<file path="config.mk">
export PLATFORM = sky130hd
export DESIGN_NAME = time_of_day_alarm_table
export DESIGN_NICKNAME = d
export VERILOG_FILES = /design/src/hw/rtl/tdat_pkg.sv /design/src/hw/rtl/tdat_ctrl.sv /design/src/hw/rtl/tdat_dpath.sv /design/src/hw/rtl/time_of_day_alarm_table.sv
export SDC_FILE = /design/constraint.sdc
export NUM_CORES = 1
export LEC_CHECK = 0
export BUFFER_PORTS_ARGS = -buffer_cell sky130_fd_sc_hd__buf_2
export CAP_MARGIN = 5
export CELL_PAD_IN_SITES_DETAIL_PLACEMENT = 1
export CELL_PAD_IN_SITES_GLOBAL_PLACEMENT = 2
export CORE_UTILIZATION = 45
export DETAILED_ROUTE_END_ITERATION = 10
export PLACE_DENSITY = 0.8
export SKIP_CTS_REPAIR_TIMING = 1
export SYNTH_ARGS = -nofsm -noshare
export SYNTH_HDL_FRONTEND = slang
export SYNTH_SLANG_ARGS = --single-unit
</file>
<file path="constraint.sdc">
create_clock -name clk -period 24.8 [get_ports clk]
set_input_delay 4.96 -clock clk [delete_from_list [all_inputs] [get_ports clk]]
set_output_delay 4.96 -clock clk [all_outputs]
set_load 0.05 [all_outputs]
</file>
<file path="src/hw/rtl/tdat_pkg.sv">
// Shared types and constants for the time-of-day alarm table.
package tdat_pkg;

  localparam int S_TDATA_W  = 96;
  localparam int M_TDATA_W  = 72;
  localparam int MAX_FIRES  = 8;
  localparam int FIRE_CNT_W = $clog2(MAX_FIRES + 1);

  typedef logic [2:0] req_code_t;

  localparam req_code_t REQ_TICK   = 3'd0;
  localparam req_code_t REQ_ADD    = 3'd1;
  localparam req_code_t REQ_DELETE = 3'd2;
  localparam req_code_t REQ_UPDATE = 3'd3;
  localparam req_code_t REQ_CLEAR  = 3'd4;

  typedef struct packed {
    req_code_t   req_type;
    logic [31:0] entry_id;
    logic [5:0]  relay_pin;
    logic [4:0]  alarm_hour;
    logic [5:0]  alarm_minute;
    logic [31:0] duration_ms;
    logic [4:0]  now_hour;
    logic [5:0]  now_minute;
    logic        time_valid;
  } req_t;

  typedef struct packed {
    logic [31:0] id;
    logic [5:0]  pin;
    logic [4:0]  hour;
    logic [5:0]  minute;
    logic [31:0] duration;
  } slot_t;

  typedef struct packed {
    logic accept;
    logic scan_start;
    logic advance;
    logic fire;
    logic set_hit;
    logic respond;
  } ctrl_cmd_t;

  typedef struct packed {
    logic need_scan;
    logic is_tick;
    logic last;
    logic hit;
    logic fire_due;
    logic out_free;
  } dp_status_t;

  typedef enum logic [1:0] {
    ST_IDLE,
    ST_PRIME,
    ST_SCAN,
    ST_RESP
  } state_t;

endpackage

</file>
<file path="src/hw/rtl/tdat_ctrl.sv">
// Controller state machine for the alarm table: sequences accept, slot scan and response.
module tdat_ctrl import tdat_pkg::*; (
  input  logic       clk,
  input  logic       rst,
  input  logic       in_valid,
  output logic       in_ready,
  input  dp_status_t st,
  output ctrl_cmd_t  cmd
);

  state_t state;
  state_t state_next;

  always_ff @(posedge clk) begin
    if (rst) begin
      state <= ST_IDLE;
    end else begin
      state <= state_next;
    end
  end

  always_comb begin
    state_next = state;
    case (state)
      ST_IDLE: begin
        if (in_valid) begin
          state_next = ST_PRIME;
        end
      end
      ST_PRIME: begin
        state_next = st.need_scan ? ST_SCAN : ST_RESP;
      end
      ST_SCAN: begin
        if (st.is_tick) begin
          if ((!st.fire_due || st.out_free) && st.last) begin
            state_next = ST_RESP;
          end
        end else if (st.hit || st.last) begin
          state_next = ST_RESP;
        end
      end
      ST_RESP: begin
        if (st.out_free) begin
          state_next = ST_IDLE;
        end
      end
      default: state_next = ST_IDLE;
    endcase
  end

  always_comb begin
    cmd      = '0;
    in_ready = 1'b0;
    case (state)
      ST_IDLE: begin
        in_ready   = 1'b1;
        cmd.accept = in_valid;
      end
      ST_PRIME: begin
        cmd.scan_start = st.need_scan;
      end
      ST_SCAN: begin
        if (st.is_tick) begin
          // Hold on a due fire until the output register frees up.
          if (st.fire_due) begin
            cmd.fire    = st.out_free;
            cmd.advance = st.out_free;
          end else begin
            cmd.advance = 1'b1;
          end
        end else if (st.hit) begin
          cmd.set_hit = 1'b1;
        end else if (!st.last) begin
          cmd.advance = 1'b1;
        end
      end
      ST_RESP: begin
        cmd.respond = st.out_free;
      end
      default: cmd = '0;
    endcase
  end

endmodule

</file>
<file path="src/hw/rtl/tdat_dpath.sv">
// Datapath for the alarm table: slot memory, flags, id counter and result register.
module tdat_dpath import tdat_pkg::*; #(
  parameter int NUM_SLOTS = 8
) (
  input  logic        clk,
  input  logic        rst,
  input  req_t        in_req,
  input  ctrl_cmd_t   cmd,
  output dp_status_t  st,
  input  logic        out_ready,
  output logic        out_valid,
  output logic        out_kind,
  output logic        out_success,
  output logic [31:0] out_id,
  output logic [5:0]  out_pin,
  output logic [31:0] out_dur,
  output logic        out_last
);

  localparam int IDX_W = (NUM_SLOTS > 1) ? $clog2(NUM_SLOTS) : 1;
  localparam logic [IDX_W-1:0] LAST_IDX = IDX_W'(NUM_SLOTS - 1);

  req_t                  req;
  logic [IDX_W-1:0]      idx;
  logic [FIRE_CNT_W-1:0] fires;
  logic                  hit;
  logic [NUM_SLOTS-1:0]  used;
  logic [NUM_SLOTS-1:0]  fired;
  logic [31:0]           id_counter;
  slot_t                 mem [NUM_SLOTS];
  slot_t                 rd_data;

  logic                  used_cur;
  logic                  fired_cur;
  logic                  minute_eq;
  logic                  is_add;
  logic                  is_idop;
  logic [31:0]           id_plus;
  logic [31:0]           next_id;
  logic                  rd_en;
  logic [IDX_W-1:0]      rd_addr;
  logic                  mem_we;
  slot_t                 mem_wdata;
  logic                  resp_success;
  logic [31:0]           resp_id;

  assign used_cur  = used[idx];
  assign fired_cur = fired[idx];
  assign minute_eq = (rd_data.minute == req.now_minute);
  assign is_add    = (req.req_type == REQ_ADD);
  assign is_idop   = (req.req_type == REQ_DELETE) || (req.req_type == REQ_UPDATE);
  assign id_plus   = id_counter + 32'd1;
  assign next_id   = (id_plus == 32'd0) ? 32'd1 : id_plus;

  always_comb begin
    st.is_tick   = (req.req_type == REQ_TICK);
    st.need_scan = (st.is_tick && req.time_valid) || is_add ||
                   (is_idop && (req.entry_id != 32'd0));
    st.last      = (idx == LAST_IDX);
    st.hit       = is_add ? !used_cur : (used_cur && (rd_data.id == req.entry_id));
    st.fire_due  = used_cur && minute_eq && (rd_data.hour == req.now_hour) &&
                   !fired_cur && (fires < FIRE_CNT_W'(MAX_FIRES));
    st.out_free  = !out_valid || out_ready;
  end

  // Request capture and scan bookkeeping.
  always_ff @(posedge clk) begin
    if (cmd.accept) begin
      req   <= in_req;
      fires <= '0;
      hit   <= 1'b0;
    end
    if (cmd.scan_start) begin
      idx <= '0;
    end else if (cmd.advance) begin
      idx <= idx + IDX_W'(1);
    end
    if (cmd.fire) begin
      fires <= fires + FIRE_CNT_W'(1);
    end
    if (cmd.set_hit) begin
      hit <= 1'b1;
    end
  end

  // Slot memory, read one entry ahead of the scan index.
  assign rd_en   = cmd.scan_start || (cmd.advance && !st.last);
  assign rd_addr = cmd.scan_start ? '0 : idx + IDX_W'(1);
  assign mem_we  = cmd.respond && hit &&
                   (is_add || (req.req_type == REQ_UPDATE));

  always_comb begin
    mem_wdata.id       = is_add ? next_id : rd_data.id;
    mem_wdata.pin      = req.relay_pin;
    mem_wdata.hour     = req.alarm_hour;
    mem_wdata.minute   = req.alarm_minute;
    mem_wdata.duration = req.duration_ms;
  end

  always_ff @(posedge clk) begin
    if (mem_we) begin
      mem[idx] <= mem_wdata;
    end
    if (rd_en) begin
      rd_data <= mem[rd_addr];
    end
  end

  always_comb begin
    resp_success = 1'b0;
    resp_id      = 32'd0;
    case (req.req_type)
      REQ_TICK: begin
        resp_success = req.time_valid;
      end
      REQ_ADD: begin
        resp_success = hit;
        resp_id      = hit ? next_id : 32'd0;
      end
      REQ_DELETE, REQ_UPDATE: begin
        resp_success = hit;
        resp_id      = req.entry_id;
      end
      REQ_CLEAR: begin
        resp_success = 1'b1;
      end
      default: begin
        resp_success = 1'b0;
      end
    endcase
  end

  // Slot flags and id counter.
  always_ff @(posedge clk) begin
    if (rst) begin
      used       <= '0;
      fired      <= '0;
      id_counter <= 32'd0;
    end else begin
      if (cmd.advance && st.is_tick && used_cur && !minute_eq) begin
        fired[idx] <= 1'b0;
      end
      if (cmd.fire) begin
        fired[idx] <= 1'b1;
      end
      if (cmd.respond) begin
        case (req.req_type)
          REQ_ADD: begin
            if (hit) begin
              used[idx]  <= 1'b1;
              fired[idx] <= 1'b0;
              id_counter <= next_id;
            end
          end
          REQ_DELETE: begin
            if (hit) begin
              used[idx]  <= 1'b0;
              fired[idx] <= 1'b0;
            end
          end
          REQ_UPDATE: begin
            if (hit) begin
              fired[idx] <= 1'b0;
            end
          end
          REQ_CLEAR: begin
            used  <= '0;
            fired <= '0;
          end
          default: begin
          end
        endcase
      end
    end
  end

  // Result register.
  always_ff @(posedge clk) begin
    if (rst) begin
      out_valid <= 1'b0;
    end else if (cmd.fire || cmd.respond) begin
      out_valid <= 1'b1;
    end else if (out_ready) begin
      out_valid <= 1'b0;
    end
  end

  always_ff @(posedge clk) begin
    if (cmd.fire) begin
      out_kind    <= 1'b1;
      out_success <= 1'b1;
      out_id      <= rd_data.id;
      out_pin     <= rd_data.pin;
      out_dur     <= rd_data.duration;
      out_last    <= 1'b0;
    end else if (cmd.respond) begin
      out_kind    <= 1'b0;
      out_success <= resp_success;
      out_id      <= resp_id;
      out_pin     <= 6'd0;
      out_dur     <= 32'd0;
      out_last    <= 1'b1;
    end
  end

endmodule

</file>
<file path="src/hw/rtl/time_of_day_alarm_table.sv">
// Top level of the time-of-day alarm table: stream ports, controller and datapath.
//
// The block keeps NUM_SLOTS alarm slots, each with an id, a relay pin, an hour,
// a minute, a duration and a fired mark. One request is handled at a time.
// A tick (with a known time) scans all slots, one per cycle, and returns a fire
// result for every used, unfired slot whose hour and minute match the current
// time (at most eight per tick), followed by a closing result with tlast set;
// a slot whose minute no longer matches gets its fired mark cleared so it fires
// again the next day. An add scans for the lowest free slot and returns a fresh
// nonzero id; delete and update scan for the lowest used slot with the given id
// (id 0 never matches); clear frees every slot but keeps the id counter.
// Each request gets exactly one result, except a tick, which also carries its
// fire results. A scan stops early on the first hit for add, delete and update;
// the scan is bound by the single read port of the slot memory, which delivers
// one slot per cycle. A stalled output stream holds the scan on a pending fire.
// The next request is taken as soon as the previous final result sits in the
// output register.
module time_of_day_alarm_table import tdat_pkg::*; #(
  parameter int NUM_SLOTS = 8
) (
  input  logic                 clk,
  input  logic                 rst,
  input  logic                 s_axis_tvalid,
  output logic                 s_axis_tready,
  // entry_id, relay_pin, alarm_hour, alarm_minute, duration_ms, now_hour,
  // now_minute, time_valid (lowest bit up), zero padded
  input  logic [S_TDATA_W-1:0] s_axis_tdata,
  // req_type
  input  logic [2:0]           s_axis_tuser,
  output logic                 m_axis_tvalid,
  input  logic                 m_axis_tready,
  // success, result_id, fire_pin, fire_duration (lowest bit up), zero padded
  output logic [M_TDATA_W-1:0] m_axis_tdata,
  // result_kind
  output logic [0:0]           m_axis_tuser,
  output logic                 m_axis_tlast
);

  req_t        in_req;
  ctrl_cmd_t   cmd;
  dp_status_t  st;
  logic        out_kind;
  logic        out_success;
  logic [31:0] out_id;
  logic [5:0]  out_pin;
  logic [31:0] out_dur;

  // Unpack the incoming request.
  always_comb begin
    in_req.req_type     = s_axis_tuser;
    in_req.entry_id     = s_axis_tdata[31:0];
    in_req.relay_pin    = s_axis_tdata[37:32];
    in_req.alarm_hour   = s_axis_tdata[42:38];
    in_req.alarm_minute = s_axis_tdata[48:43];
    in_req.duration_ms  = s_axis_tdata[80:49];
    in_req.now_hour     = s_axis_tdata[85:81];
    in_req.now_minute   = s_axis_tdata[91:86];
    in_req.time_valid   = s_axis_tdata[92];
  end

  tdat_ctrl u_ctrl (
    .clk      (clk),
    .rst      (rst),
    .in_valid (s_axis_tvalid),
    .in_ready (s_axis_tready),
    .st       (st),
    .cmd      (cmd)
  );

  tdat_dpath #(
    .NUM_SLOTS (NUM_SLOTS)
  ) u_dpath (
    .clk         (clk),
    .rst         (rst),
    .in_req      (in_req),
    .cmd         (cmd),
    .st          (st),
    .out_ready   (m_axis_tready),
    .out_valid   (m_axis_tvalid),
    .out_kind    (out_kind),
    .out_success (out_success),
    .out_id      (out_id),
    .out_pin     (out_pin),
    .out_dur     (out_dur),
    .out_last    (m_axis_tlast)
  );

  // Pack the result; the top bit is padding.
  assign m_axis_tdata = {1'b0, out_dur, out_pin, out_id, out_success};
  assign m_axis_tuser = out_kind;

endmodule

</file>
==> run summary <==
Status: finished clean
Crit path max fanout: 43
Final setup viols: 0
CTS buffer count: 102
Ys Warns: 0
H-tree Lvls: 3
Drt pass-1 iters: 5
Multi-input gate area: 0.01021 sq mm
Routed Wire Length: 109.1 mm
Met2 Use GR: 42.96%
DRC violations left: 0
Crit-path cells: buf_2 > nand2b_1 > and2_0 > nand3_1 > nor3_2 > buf_4 > buf_4
Io pins: 179
Core ar.: 0.08555 sq mm
Final hold vios: 0
WL/cell: 27.14 um
Die span in y: 296.4 um
Pwr per Cell Area: 112.8 mW/mm^2
Most common cell after layout, fill and taps aside: edfxtp_1
Initial DRC count: 1,752
Minimum clock period: 7.763 ns
Crit-path max cell delay: 0.75 ns
Fillcell total: 8,206
CTS tree: done
R2r endpoint: u_dpath.rd_data[36]
Max VDD drop: 0.09565 mV
Reg-to-reg setup timing slack: 20.07 ns
WP buf/inv: 3
Detail Placement HPWL: 60.89 mm
CP arrival: 8.04 ns
First-pass GRT wire length: 160.1 mm
Mapped Cells: 2,655
Nets: 2,905
Area post-placement: 0.04105 sq mm
Number of antenna cells inserted: 0
Number of antenna violations at the first check in global routing: 3
GR Util met1: 32.40%
CP max stage cell: buf_4
# rows: 107
CP Class: in -> reg
Logic pwr share: 26.7%
R2R depth: 11
Reg area: 0.02816 sq mm
Clk Latency, worst-skew pair: 0.70 ns
Simple-gate portion of the synthesized area: 8.175%
Post-synth EDFFs: 899
Async S/R FF share, synth: 0%
Non-Filler Instances: 4,018
Hold Startpoint: u_dpath.out_kind
Post-synthesis adder-cell area fraction: 0.2887%
Max cap viols: 0
Port-buffer cells: 174
Crit path required time: 25.08 ns
GP Congestion: 0.9078
Largest net degree at the start of global routing: 146
Final ANT Viol Nets: 0
Root Buffer: clkbuf_16
Synth Area in Compound Gates: 10.30%
Syn nets: 2,767
Main combinational cell family by area after synthesis: compound AO/OA/AOI/OAI gates
NetSw: 1.677 mW
Cell mode on critical path: buf_4
Commonest non-fill, non-tap cells in the layout: 899 x edfxtp_1, 224 x nand2_1, 174 x buf_2
Setup Total Neg Slack: 0 ns
Initial Util: 45.59%
Hold Path Stages: 1
Fin area: 0.04427 sq mm
Worst r2r src: u_dpath.req[77]
Avg Inst Size Synth: 14.69 sq um
Relative slew slack: 20.88%
Cell family with most CP delay: buffers and inverters
Clock slew at reported path FFs: 0.06 ns
Tcrit/Tclk final: 31.30%
CP Launch Type: primary input
GRT Residual Overflow: 0
Clk pwr share: 29.4%
Max clock buf depth: 3
Met3 GRT Util: 3.041%
GR peak layer: met2
Vias per cell: 5.926
P&R area growth vs syn: 13.51%
Number of library cell types mapped by synthesis: 66
Tot GR Track Use: 24.63%
Internal power: 3.317 mW
#FFs+latches synth: 957
Share of layout cells above drive strength 1: 16.53%
Sw Share: 33.58%
Worst-Margin Slew: 1.184 ns
Vias: 23,812
Seq/Total Area, Yosys: 72.20%
Seq pwr share: 43.9%
Top_reg_cell synth: edfxtp_1
Hold Crit Class: reg -> reg
RSZ-0062 raised after global routing: false
Mux contribution to synthesized area: 4.806%
XOR/XNOR Fraction of Synth Area: 2.246%
Clk sinks: 957
Peak Freq: 0.1288 GHz
Clk_skew: 0.06015 ns
Total Die Area: 0.08785 sq mm
Worst setup EP type: flop
Static leakage: 13.83 nW
Cell Area, Synth: 0.03900 sq mm
Die W: 296.4 um
WHS Endpoint: u_dpath.out_kind
Pins Over Slew Limit: 0
Vias in the first global route: 25,384
Cell count after placement: 3,833
[power by group through the flow]
stage | logic [mW] | clock network [mW] | registers, mW
2_1_floorplan | 0.859 | 0 | 2.20
3_3_place_gp | 1.28 | 0 | 2.21
3_5_place_dp | 1.33 | 0 | 2.22
4_1_cts | 1.34 | 1.49 | 2.19
5_1_grt | 1.43 | 1.55 | 2.20
6_report | 1.33 | 1.47 | 2.19
[logic make-up after synthesis]
logic type               after synthesis
adder cells (fa/ha/maj)                9
XOR/XNOR                             100
AO/OA/AOI/OAI                        573
multiplexers                         174
other                                  1
AND/OR/NAND/NOR                      648
buffers and inverters                193
flip-flops                           957
[flip-flops by register name, indices dropped and copies added (netlist names), 2 cells and up]
signal	flops
u_dpath.mem	648
u_dpath.rd_data	81
u_dpath.mem_wdata	49
u_dpath.req	47
u_dpath.id_counter	32
u_dpath.out_dur	32
u_dpath.out_id	32
u_dpath.fired	8
u_dpath.used	8
u_dpath.out_pin	6
u_dpath.fires	4
u_dpath.idx	3
u_ctrl.state	2
[per-stage QoR]
stage          total power [mW]  worst slack (ns)  util [%]  hold WS [ns]
2_1_floorplan             3.057             13.13         -        0.4390
5_1_grt                   5.178             16.88     51.75        0.4917
6_report                  4.994             17.04     51.75        0.4771
3_3_place_gp              3.492             16.38     47.98        0.4439
3_5_place_dp              3.546             16.36     47.98        0.4662
4_1_cts                   5.022             17.01     51.75        0.4763
[cell type report]
cell class / instances / share of cell area, %
Sequential cell: 957 / 63.61
Multi-Input combinational cell: 1505 / 23.07
Clock buffer: 127 / 6.048
Tap cell: 1144 / 3.233
Timing Repair Buffer: 217 / 2.725
Clock inverter: 58 / 1.229
Inverter: 10 / 0.08479
[synthesized netlist by cell type (23+ instances only)]
library cell / n / area (sq um)
a21oi_1: 134 / 670.6
a22oi_1: 92 / 690.7
and2_1: 50 / 312.8
clkbuf_1: 157 / 589.3
dfxtp_1: 58 / 1161
edfxtp_1: 899 / 27000
mux2_2: 86 / 968.4
mux2i_1: 86 / 860.8
nand2_1: 224 / 840.8
nand2b_1: 87 / 544.3
nand4_1: 24 / 150.1
nor2_1: 139 / 521.8
nor3_1: 23 / 115.1
o21ai_0: 39 / 195.2
o221ai_1: 81 / 709.4
o22ai_1: 83 / 519.3
o2bb2ai_1: 81 / 709.4
xnor2_1: 78 / 683.2
[routing by layer]
metal	vias to the layer above	wire, um
met4	0	2451
li1	10536	-
met3	162	5181
met2	738	54890
met1	12376	46540
met5	-	0
[worst max path at each step]
stage                  startpoint                 end  slack, ns  cells past startpoint
finish              m_axis_tready  u_dpath.mem[2][79]      17.04                      7
global route        m_axis_tready  u_dpath.mem[2][79]      16.88                      7
CTS                 m_axis_tready  u_dpath.mem[2][79]      17.01                      7
detailed placement  m_axis_tready  u_dpath.mem[2][39]      16.36                      7
global placement    m_axis_tready  u_dpath.mem[2][46]      16.38                      7
floorplan           m_axis_tready   u_dpath.mem[2][0]      13.13                      4
No activity file was read; power rests on OpenSTA's default activity.
